### src/sv/circular_queue_unique_key_defines.svh
// ----------------------------------------------------------------------------
// Circular queue assertion macros
// Shared concurrent assertion forms; empty bodies when SYNTHESIS is defined.
// ----------------------------------------------------------------------------
`ifndef CIRCULAR_QUEUE_UNIQUE_KEY_DEFINES_SVH
`define CIRCULAR_QUEUE_UNIQUE_KEY_DEFINES_SVH

`ifndef SYNTHESIS
// same-cycle implication
`define CQUK_ASSERT_IMP(lbl, clk, rst_n, ante, cons) \
    lbl: assert property (@(posedge clk) disable iff (!rst_n) (ante) |-> (cons)) \
        else $error("%m: same-cycle check failed");
// next-cycle implication
`define CQUK_ASSERT_NXT(lbl, clk, rst_n, ante, cons) \
    lbl: assert property (@(posedge clk) disable iff (!rst_n) (ante) |=> (cons)) \
        else $error("%m: next-cycle check failed");
`else
`define CQUK_ASSERT_IMP(lbl, clk, rst_n, ante, cons)
`define CQUK_ASSERT_NXT(lbl, clk, rst_n, ante, cons)
`endif

`endif

### src/sv/cquk_pkg.sv
// ----------------------------------------------------------------------------
// Circular queue package
// Request and status codes, record layout and controller/datapath links.
// ----------------------------------------------------------------------------
package cquk_pkg;

    localparam int KEY_W = 16;
    localparam int REQ_W = 2;
    localparam int ST_W  = 2;

    // request kinds
    localparam logic [REQ_W-1:0] REQ_ENQ_UNIQUE = 2'd0;
    localparam logic [REQ_W-1:0] REQ_ENQ_PLAIN  = 2'd1;
    localparam logic [REQ_W-1:0] REQ_DEQ        = 2'd2;
    localparam logic [REQ_W-1:0] REQ_QUERY      = 2'd3;

    // result status codes
    localparam logic [ST_W-1:0] ST_DONE  = 2'd0;
    localparam logic [ST_W-1:0] ST_DUP   = 2'd1;
    localparam logic [ST_W-1:0] ST_FULL  = 2'd2;
    localparam logic [ST_W-1:0] ST_EMPTY = 2'd3;

    typedef struct packed {
        logic [KEY_W-1:0] key;
        logic [KEY_W-1:0] cook;
        logic [KEY_W-1:0] stay;
        logic [KEY_W-1:0] price;
    } rec_t;

    // controller to datapath commands
    typedef struct packed {
        logic load;
        logic scan;
        logic deq_read;
        logic finish;
    } cmd_t;

    // datapath to controller status
    typedef struct packed {
        logic scan_done;
    } sts_t;

endpackage

### src/sv/cquk_ctrl.sv
// ----------------------------------------------------------------------------
// Circular queue controller
// Sequences each request to commit, after a key scan (unique enqueue, query) or head read (dequeue).
// ----------------------------------------------------------------------------
module cquk_ctrl
    import cquk_pkg::*;
(
    input  logic             clk,
    input  logic             rst_n,
    input  logic             start,
    input  logic [REQ_W-1:0] req_type,
    input  sts_t             sts,
    output cmd_t             cmd,
    output logic             busy
);

    typedef enum logic [3:0] {
        S_IDLE = 4'b0001,
        S_SCAN = 4'b0010,
        S_DEQ  = 4'b0100,
        S_FIN  = 4'b1000
    } state_t;

    state_t state_reg;
    state_t state_next;

    // decode next state and commands
    always_comb
    begin
        state_next = state_reg;
        cmd        = '0;
        unique case (state_reg)
            S_IDLE:
            begin
                if (start)
                begin
                    cmd.load = 1'b1;
                    unique case (req_type)
                        REQ_ENQ_UNIQUE: state_next = S_SCAN;
                        REQ_QUERY:      state_next = S_SCAN;
                        REQ_DEQ:        state_next = S_DEQ;
                        REQ_ENQ_PLAIN:  state_next = S_FIN;
                    endcase
                end
            end
            S_SCAN:
            begin
                cmd.scan = 1'b1;
                if (sts.scan_done)
                begin
                    state_next = S_FIN;
                end
            end
            S_DEQ:
            begin
                cmd.deq_read = 1'b1;
                state_next   = S_FIN;
            end
            S_FIN:
            begin
                cmd.finish = 1'b1;
                state_next = S_IDLE;
            end
            default:
            begin
                state_next = S_IDLE;
            end
        endcase
    end

    // hold state
    always_ff @(posedge clk or negedge rst_n)
    begin
        if (!rst_n)
        begin
            state_reg <= S_IDLE;
        end
        else
        begin
            state_reg <= state_next;
        end
    end

    assign busy = (state_reg != S_IDLE);

endmodule

### src/sv/cquk_dp.sv
// ----------------------------------------------------------------------------
// Circular queue datapath
// Record memory, ring pointers, key scan and result registers.
// ----------------------------------------------------------------------------
`include "circular_queue_unique_key_defines.svh"

module cquk_dp
    import cquk_pkg::*;
#(
    parameter int DEPTH = 16,
    parameter int PTR_W = $clog2(DEPTH),
    parameter int CNT_W = $clog2(DEPTH + 1)
)
(
    input  logic             clk,
    input  logic             rst_n,
    input  cmd_t             cmd,
    output sts_t             sts,
    input  logic [REQ_W-1:0] req_type,
    input  logic [KEY_W-1:0] item_key,
    input  logic [KEY_W-1:0] item_cook,
    input  logic [KEY_W-1:0] item_stay,
    input  logic [KEY_W-1:0] item_price,
    output logic             done,
    output logic [ST_W-1:0]  status,
    output logic             key_found,
    output logic [KEY_W-1:0] out_key,
    output logic [KEY_W-1:0] out_cook,
    output logic [KEY_W-1:0] out_stay,
    output logic [KEY_W-1:0] out_price,
    output logic [CNT_W-1:0] fill_count,
    output logic             is_empty
);

    localparam logic [PTR_W-1:0] PTR_LAST = PTR_W'(DEPTH - 1);
    localparam logic [CNT_W-1:0] CNT_FULL = CNT_W'(DEPTH);

    function automatic logic [PTR_W-1:0] ptr_inc(input logic [PTR_W-1:0] p);
        logic [PTR_W-1:0] r;
        if (p == PTR_LAST)
        begin
            r = '0;
        end
        else
        begin
            r = p + 1'b1;
        end
        return r;
    endfunction

    rec_t mem [DEPTH];
    rec_t rd_data_reg;

    logic [PTR_W-1:0] head_reg, head_next;
    logic [PTR_W-1:0] tail_reg, tail_next;
    logic [CNT_W-1:0] count_reg, count_next;
    logic [PTR_W-1:0] scan_ptr_reg, scan_ptr_next;
    logic [CNT_W-1:0] scan_left_reg, scan_left_next;
    logic             cmp_valid_reg, cmp_valid_next;
    logic             found_reg, found_next;
    logic             res_valid_reg;

    logic [REQ_W-1:0] req_reg;
    rec_t             in_rec_reg;

    logic [ST_W-1:0]  status_reg, status_next;
    logic             key_found_reg, key_found_next;
    rec_t             out_rec_reg, out_rec_next;
    logic [CNT_W-1:0] fill_count_reg;
    logic             is_empty_reg;

    logic             hit;
    logic             issue;
    logic             rd_en;
    logic [PTR_W-1:0] rd_addr;
    logic             wr_en;

    // compare the entry read last cycle
    assign hit = cmp_valid_reg && (rd_data_reg.key == in_rec_reg.key);

    assign issue = cmd.scan && (scan_left_reg != '0) && !found_reg;
    assign rd_en   = issue || cmd.deq_read;
    assign rd_addr = cmd.deq_read ? head_reg : scan_ptr_reg;

    assign sts.scan_done = hit || found_reg || ((scan_left_reg == '0) && !cmp_valid_reg);

    // advance the key scan
    always_comb
    begin
        scan_ptr_next  = scan_ptr_reg;
        scan_left_next = scan_left_reg;
        cmp_valid_next = 1'b0;
        found_next     = found_reg;
        if (cmd.load)
        begin
            scan_ptr_next  = head_reg;
            scan_left_next = count_reg;
            found_next     = 1'b0;
        end
        else if (cmd.scan)
        begin
            found_next = found_reg | hit;
            if (issue)
            begin
                cmp_valid_next = 1'b1;
                scan_ptr_next  = ptr_inc(scan_ptr_reg);
                scan_left_next = scan_left_reg - 1'b1;
            end
        end
    end

    // commit the request and form its result
    always_comb
    begin
        head_next      = head_reg;
        tail_next      = tail_reg;
        count_next     = count_reg;
        wr_en          = 1'b0;
        status_next    = ST_DONE;
        key_found_next = 1'b0;
        out_rec_next   = '0;
        if (cmd.finish)
        begin
            unique case (req_reg)
                REQ_ENQ_UNIQUE, REQ_ENQ_PLAIN:
                begin
                    if ((req_reg == REQ_ENQ_UNIQUE) && found_reg)
                    begin
                        status_next    = ST_DUP;
                        key_found_next = 1'b1;
                    end
                    else if (count_reg == CNT_FULL)
                    begin
                        status_next = ST_FULL;
                    end
                    else
                    begin
                        wr_en      = 1'b1;
                        tail_next  = ptr_inc(tail_reg);
                        count_next = count_reg + 1'b1;
                    end
                end
                REQ_DEQ:
                begin
                    if (count_reg == '0)
                    begin
                        status_next = ST_EMPTY;
                    end
                    else
                    begin
                        out_rec_next = rd_data_reg;
                        head_next    = ptr_inc(head_reg);
                        count_next   = count_reg - 1'b1;
                    end
                end
                REQ_QUERY:
                begin
                    key_found_next = found_reg;
                end
            endcase
        end
    end

    // hold control state
    always_ff @(posedge clk or negedge rst_n)
    begin
        if (!rst_n)
        begin
            head_reg      <= '0;
            tail_reg      <= '0;
            count_reg     <= '0;
            scan_ptr_reg  <= '0;
            scan_left_reg <= '0;
            cmp_valid_reg <= 1'b0;
            found_reg     <= 1'b0;
            res_valid_reg <= 1'b0;
        end
        else
        begin
            head_reg      <= head_next;
            tail_reg      <= tail_next;
            count_reg     <= count_next;
            scan_ptr_reg  <= scan_ptr_next;
            scan_left_reg <= scan_left_next;
            cmp_valid_reg <= cmp_valid_next;
            found_reg     <= found_next;
            res_valid_reg <= cmd.finish;
        end
    end

    // latch the request and the result payload
    always_ff @(posedge clk)
    begin
        if (cmd.load)
        begin
            req_reg    <= req_type;
            in_rec_reg <= '{key: item_key, cook: item_cook, stay: item_stay,
                            price: item_price};
        end
        if (cmd.finish)
        begin
            status_reg     <= status_next;
            key_found_reg  <= key_found_next;
            out_rec_reg    <= out_rec_next;
            fill_count_reg <= count_next;
            is_empty_reg   <= (count_next == '0);
        end
    end

    // record memory: one write port, one registered read port
    always_ff @(posedge clk)
    begin
        if (wr_en)
        begin
            mem[tail_reg] <= in_rec_reg;
        end
        if (rd_en)
        begin
            rd_data_reg <= mem[rd_addr];
        end
    end

    assign done       = res_valid_reg;
    assign status     = status_reg;
    assign key_found  = key_found_reg;
    assign out_key    = out_rec_reg.key;
    assign out_cook   = out_rec_reg.cook;
    assign out_stay   = out_rec_reg.stay;
    assign out_price  = out_rec_reg.price;
    assign fill_count = fill_count_reg;
    assign is_empty   = is_empty_reg;

    `CQUK_ASSERT_IMP(a_count_range, clk, rst_n, 1'b1, count_reg <= CNT_FULL)
    `CQUK_ASSERT_IMP(a_ring_consistent, clk, rst_n, 1'b1, (int'(head_reg) + int'(count_reg) == int'(tail_reg)) || (int'(head_reg) + int'(count_reg) == int'(tail_reg) + DEPTH))
    `CQUK_ASSERT_NXT(a_full_refused, clk, rst_n, cmd.finish && (req_reg == REQ_ENQ_PLAIN) && (count_reg == CNT_FULL), (status == ST_FULL) && $stable(count_reg))
    `CQUK_ASSERT_NXT(a_single_strobe, clk, rst_n, res_valid_reg, !res_valid_reg)

endmodule

### src/sv/circular_queue_unique_key.sv
// ----------------------------------------------------------------------------
// Circular queue with duplicate key rejection
// Ring buffer of key/duration/price records with unique enqueue and lookup.
// ----------------------------------------------------------------------------
// Plain enqueue commits straight after the request is taken; dequeue reads the
//   head record before commit; unique enqueue or query scans the stored records
//   from head before commit, ending the scan early on a hit.
// The key scan reads one stored record per cycle from the single read port.
// busy drops as done rises, so a new request may start in the result cycle.
// Reset clears pointers, count and control; record storage is not cleared.
// Results are shown for one cycle on done and cannot be stalled.
module circular_queue_unique_key
    import cquk_pkg::*;
#(
    parameter int DEPTH = 16
)
(
    input  logic                         clk,
    input  logic                         rst_n,
    input  logic                         start,
    output logic                         busy,
    input  logic [REQ_W-1:0]             req_type,
    input  logic [KEY_W-1:0]             item_key,
    input  logic [KEY_W-1:0]             item_cook,
    input  logic [KEY_W-1:0]             item_stay,
    input  logic [KEY_W-1:0]             item_price,
    output logic                         done,
    output logic [ST_W-1:0]              status,
    output logic                         key_found,
    output logic [KEY_W-1:0]             out_key,
    output logic [KEY_W-1:0]             out_cook,
    output logic [KEY_W-1:0]             out_stay,
    output logic [KEY_W-1:0]             out_price,
    output logic [$clog2(DEPTH + 1)-1:0] fill_count,
    output logic                         is_empty
);

    cmd_t cmd;
    sts_t sts;

    cquk_ctrl u_ctrl
    (
        .clk      (clk),
        .rst_n    (rst_n),
        .start    (start),
        .req_type (req_type),
        .sts      (sts),
        .cmd      (cmd),
        .busy     (busy)
    );

    cquk_dp #(
        .DEPTH (DEPTH)
    ) u_dp
    (
        .clk        (clk),
        .rst_n      (rst_n),
        .cmd        (cmd),
        .sts        (sts),
        .req_type   (req_type),
        .item_key   (item_key),
        .item_cook  (item_cook),
        .item_stay  (item_stay),
        .item_price (item_price),
        .done       (done),
        .status     (status),
        .key_found  (key_found),
        .out_key    (out_key),
        .out_cook   (out_cook),
        .out_stay   (out_stay),
        .out_price  (out_price),
        .fill_count (fill_count),
        .is_empty   (is_empty)
    );

endmodule
### config.mk
export PLATFORM = sky130hd
export DESIGN_NAME = circular_queue_unique_key
export DESIGN_NICKNAME = d
export VERILOG_FILES = /design/src/sv/cquk_pkg.sv /design/src/sv/cquk_ctrl.sv /design/src/sv/cquk_dp.sv /design/src/sv/circular_queue_unique_key.sv
export VERILOG_INCLUDE_DIRS = /design/src /design/src/sv
export SDC_FILE = /design/constraint.sdc
export NUM_CORES = 1
export LEC_CHECK = 0
export BUFFER_PORTS_ARGS = -buffer_cell sky130_fd_sc_hd__buf_2
export CAP_MARGIN = 20
export CORE_ASPECT_RATIO = 1.75
export CORE_MARGIN = 4
export CORE_UTILIZATION = 50
export DETAILED_ROUTE_END_ITERATION = 10
export HOLD_SLACK_MARGIN = 0.02
export MAX_ROUTING_LAYER = met4
export PLACE_DENSITY = 0.66
export SYNTH_ARGS = -nofsm -noshare
export SYNTH_HDL_FRONTEND = slang
export SYNTH_SLANG_ARGS = --single-unit
export TNS_END_PERCENT = 1
### constraint.sdc
create_clock -name clk -period 9.07 [get_ports clk]
set_input_delay 0.907 -clock clk [delete_from_list [all_inputs] [get_ports clk]]
set_output_delay 0.907 -clock clk [all_outputs]
set_load 0.01 [all_outputs]
==> summary.txt <==
Status -> finished, final reports clean
Reg2reg setup slack -> 4960 ps
Worst-path fanout max -> 44
Later-pin clock latency in the skew report -> 710 ps
Synth Warn # -> 0
Tot Pwr -> 0.0143 W
Largest net degree at the start of global routing -> 172
Slew @ Worst Pin -> 1130 ps
Post-synth EDFFs -> 1227
VDD IR max -> 0.198 mV
Clock power share -> 0.333
Int Pwr -> 0.0103 W
Async set-reset flop share out of synthesis -> 0.0231
Final Cycle Share -> 0.453
Main synth FF type -> edfxtp_1
Syn avg cell area -> 14.4 µm²
First-pass GRT wire length -> 172000 µm
Num ports -> 144
Post-CTS Setup Bufs -> 0
Wire per inst -> 24.3 µm
Proportion of synthesized area in mux cells -> 0.0159
Die height -> 417 µm
Clock skew -> 36.0 ps
Switching pwr -> 0.00401 W
Flops & latches, synth -> 1256
Most frequent cells in the layout -> 1227 x edfxtp_1, 948 x nand2_1, 220 x nand3_1, 209 x a21oi_1, 143 x buf_2
Hold-fix buffers at CTS -> 0
Syn nets -> 3403
Setup crit start kind -> flop
CTS tree -> yes
Total grt overflow -> 0
Leak pwr -> 18.4 nW
GRT Util Overall -> 0.232
Cell Rows -> 149
CTS Buffer Depth -> 3
Layout cells sized above 1 -> 0.115
Worst r2r path cells -> 8
Starting Density -> 0.505
Nets@finish -> 3520
Delay of the slowest critical-path stage -> 780 ps
Crit-path cells -> inv_1 > ha_1 > nor4bb_1 > or3_1 > nor2_1 > nand3_1 > nor2_4 > buf_4
Adder-Cell Fraction of Synth Area -> 0.00314
Chip Width -> 242 µm
Sequential share of the synthesized area -> 0.786
Post-cts repair resize count -> 0
Net Sw Frac -> 0.281
CP required -> 9380 ps
Part of the power in registers -> 0.506
Total negative slack -> 0 ps
Worst hold path class -> input pin to asynchronous set/reset pin
Initial antenna violation count -> 4
WP data arrival -> 4410 ps
PortBufs -> 143
HPWL after DPL -> 58200 µm
RePlAce Congestion -> 0.818
Comb power frac -> 0.161
Syn-to-layout area delta -> 11.9%
DR vias/cell -> 5.87
Max-Cap Viols -> 0
Reg-to-reg critical path startpoint -> u_dp.count_reg[0]$_DFF_PN0_
CTS Buf Count -> 108
Max FFs per register -> 1024
Largest family of logic cells by synthesized area -> simple AND/OR/NAND/NOR gates
Crit. End Element -> flop
Vias in the first global route -> 27600
Core area -> 94500 µm²
XOR/XNOR Fraction of Synth Area -> 0.00385
Worst slew margin -> 0.248
Number of detailed-route iterations in the first pass -> 6
Antenna viol nets, final -> 0
Final wirelength -> 115000 µm
Critical path class -> flop to flop
Post-synthesis compound-gate area fraction -> 0.0472
Cells after Synth -> 3322
R2r endpoint -> u_dp.mem[12][21]$_DFFE_PP_
Max Slew Vio Count -> 0
Root Driver -> clkbuf_16
RSZ-0062 raised after global routing -> false
Critical path's slowest cell -> buf_4
Final hold violation count -> 0
Worst-path clk slew -> 60 ps
H-tree depth -> 3
Final setup violation count -> 0
DR vias -> 27800
Post-synthesis simple-gate area fraction -> 0.125
Unique masters post-synth -> 59
Die ar. -> 101000 µm²
Max Freq -> 243 MHz
DRT iter0 DRCs -> 3146
Mapped Area -> 47800 µm²
Pwr Density -> 267 nW/µm²
Min Tclk post-route -> 4110 ps
Drt drc -> 0
Clock Sink Count -> 1256
Diodes inserted -> 0
Commonest non-fill, non-tap cell in the layout -> edfxtp_1
[logic make-up (layout without fill, tap and decap cells)]
family          count (synthesis)  after routing
fa+ha+maj                      12             12
buf+inv                       201            409
simple gates                 1384           1384
mux                            75             75
xor+xnor                       21             21
flops                        1256           1256
compound gates                373            373
[metrics by stage]
stage          hold slack [ps]  std cells  worst slack (ps)   util  area [µm²]
2_1_floorplan              489       3322              2480      -       47800
3_3_place_gp               516       4537              5040  0.527       49800
3_5_place_dp               507       4537              5020  0.527       49800
4_1_cts                    214       4738              4980  0.566       53500
5_1_grt                    282       4738              4730  0.566       53500
6_report                   237       4738              4960  0.566       53500
[final cells by class]
cell class | instances | area [µm²]
Timing Repair Buffer | 193 | 1140
Fill cell | 7293 | 41100
Clock inverter | 66 | 737
Multi-Input combinational cell | 1865 | 9510
Inverter | 15 | 68.8
Tap cell | 1208 | 1510
Clock buffer | 135 | 2910
Sequential cell | 1256 | 37600
[per-layer routing]
| metal | share of wire | GRT usage |
|---|---|---|
| met5 | 0 | - |
| met4 | 0.027 | 0.0774 |
| met3 | 0.067 | 0.0271 |
| met2 | 0.51 | 0.391 |
| met1 | 0.40 | 0.298 |
[worst max path at each step]
stage,cells past startpoint,end,start
2_1_floorplan,7,u_dp.mem[4][0]$_DFFE_PP_,u_dp.count_reg[0]$_DFF_PN0_
3_3_place_gp,9,u_dp.rd_data_reg[54]$_DFFE_PP_,u_ctrl.state_reg[1]$_DFFE_PN0P_
3_5_place_dp,8,u_dp.mem[12][16]$_DFFE_PP_,u_dp.count_reg[0]$_DFF_PN0_
4_1_cts,8,u_dp.mem[12][21]$_DFFE_PP_,u_dp.count_reg[0]$_DFF_PN0_
5_1_grt,8,u_dp.mem[12][22]$_DFFE_PP_,u_dp.count_reg[0]$_DFF_PN0_
6_report,8,u_dp.mem[12][21]$_DFFE_PP_,u_dp.count_reg[0]$_DFF_PN0_
[power by group through the flow]
stage / combinational, W / clock, W / sequential, W
after floorplan: 0.00167 / 0 / 0.00721
after global placement: 0.00227 / 0 / 0.00733
after detailed placement: 0.00231 / 0 / 0.00734
after CTS: 0.00231 / 0.00482 / 0.00722
after global routing: 0.00256 / 0.00505 / 0.00726
final: 0.00230 / 0.00474 / 0.00722
[cells in the mapped netlist (3+ instances only)]
library cell | number | area, µm²
a211oi_1 | 10 | 75.1
a21oi_1 | 209 | 1050
a221oi_1 | 10 | 87.6
a22oi_1 | 3 | 22.5
a31oi_1 | 55 | 344
a32oi_1 | 54 | 473
and2_1 | 73 | 457
buf_1 | 18 | 67.6
buf_2 | 61 | 305
clkbuf_1 | 104 | 390
dfrtp_1 | 28 | 701
edfxtp_1 | 1227 | 36800
ha_1 | 12 | 150
inv_1 | 14 | 52.6
mux2_2 | 6 | 67.6
mux2i_1 | 68 | 681
nand2_1 | 948 | 3560
nand2b_1 | 6 | 37.5
nand3_1 | 224 | 1120
nand4_1 | 24 | 150
nor2_1 | 23 | 86.3
nor3_1 | 13 | 65.1
nor4_1 | 49 | 307
nor4b_1 | 4 | 35.0
o21ai_0 | 18 | 90.1
xnor2_1 | 17 | 149
xor2_1 | 4 | 35.0
[worst max-delay path, delay by kind of cell (launching register included)]
family / cells / cell delay, ps
and+or+nand+nor: 5 / 2120
buffers and inverters: 2 / 850
DFF: 1 / 450
adders and majority gates: 1 / 240
No activity file was read; power rests on OpenSTA's default activity.
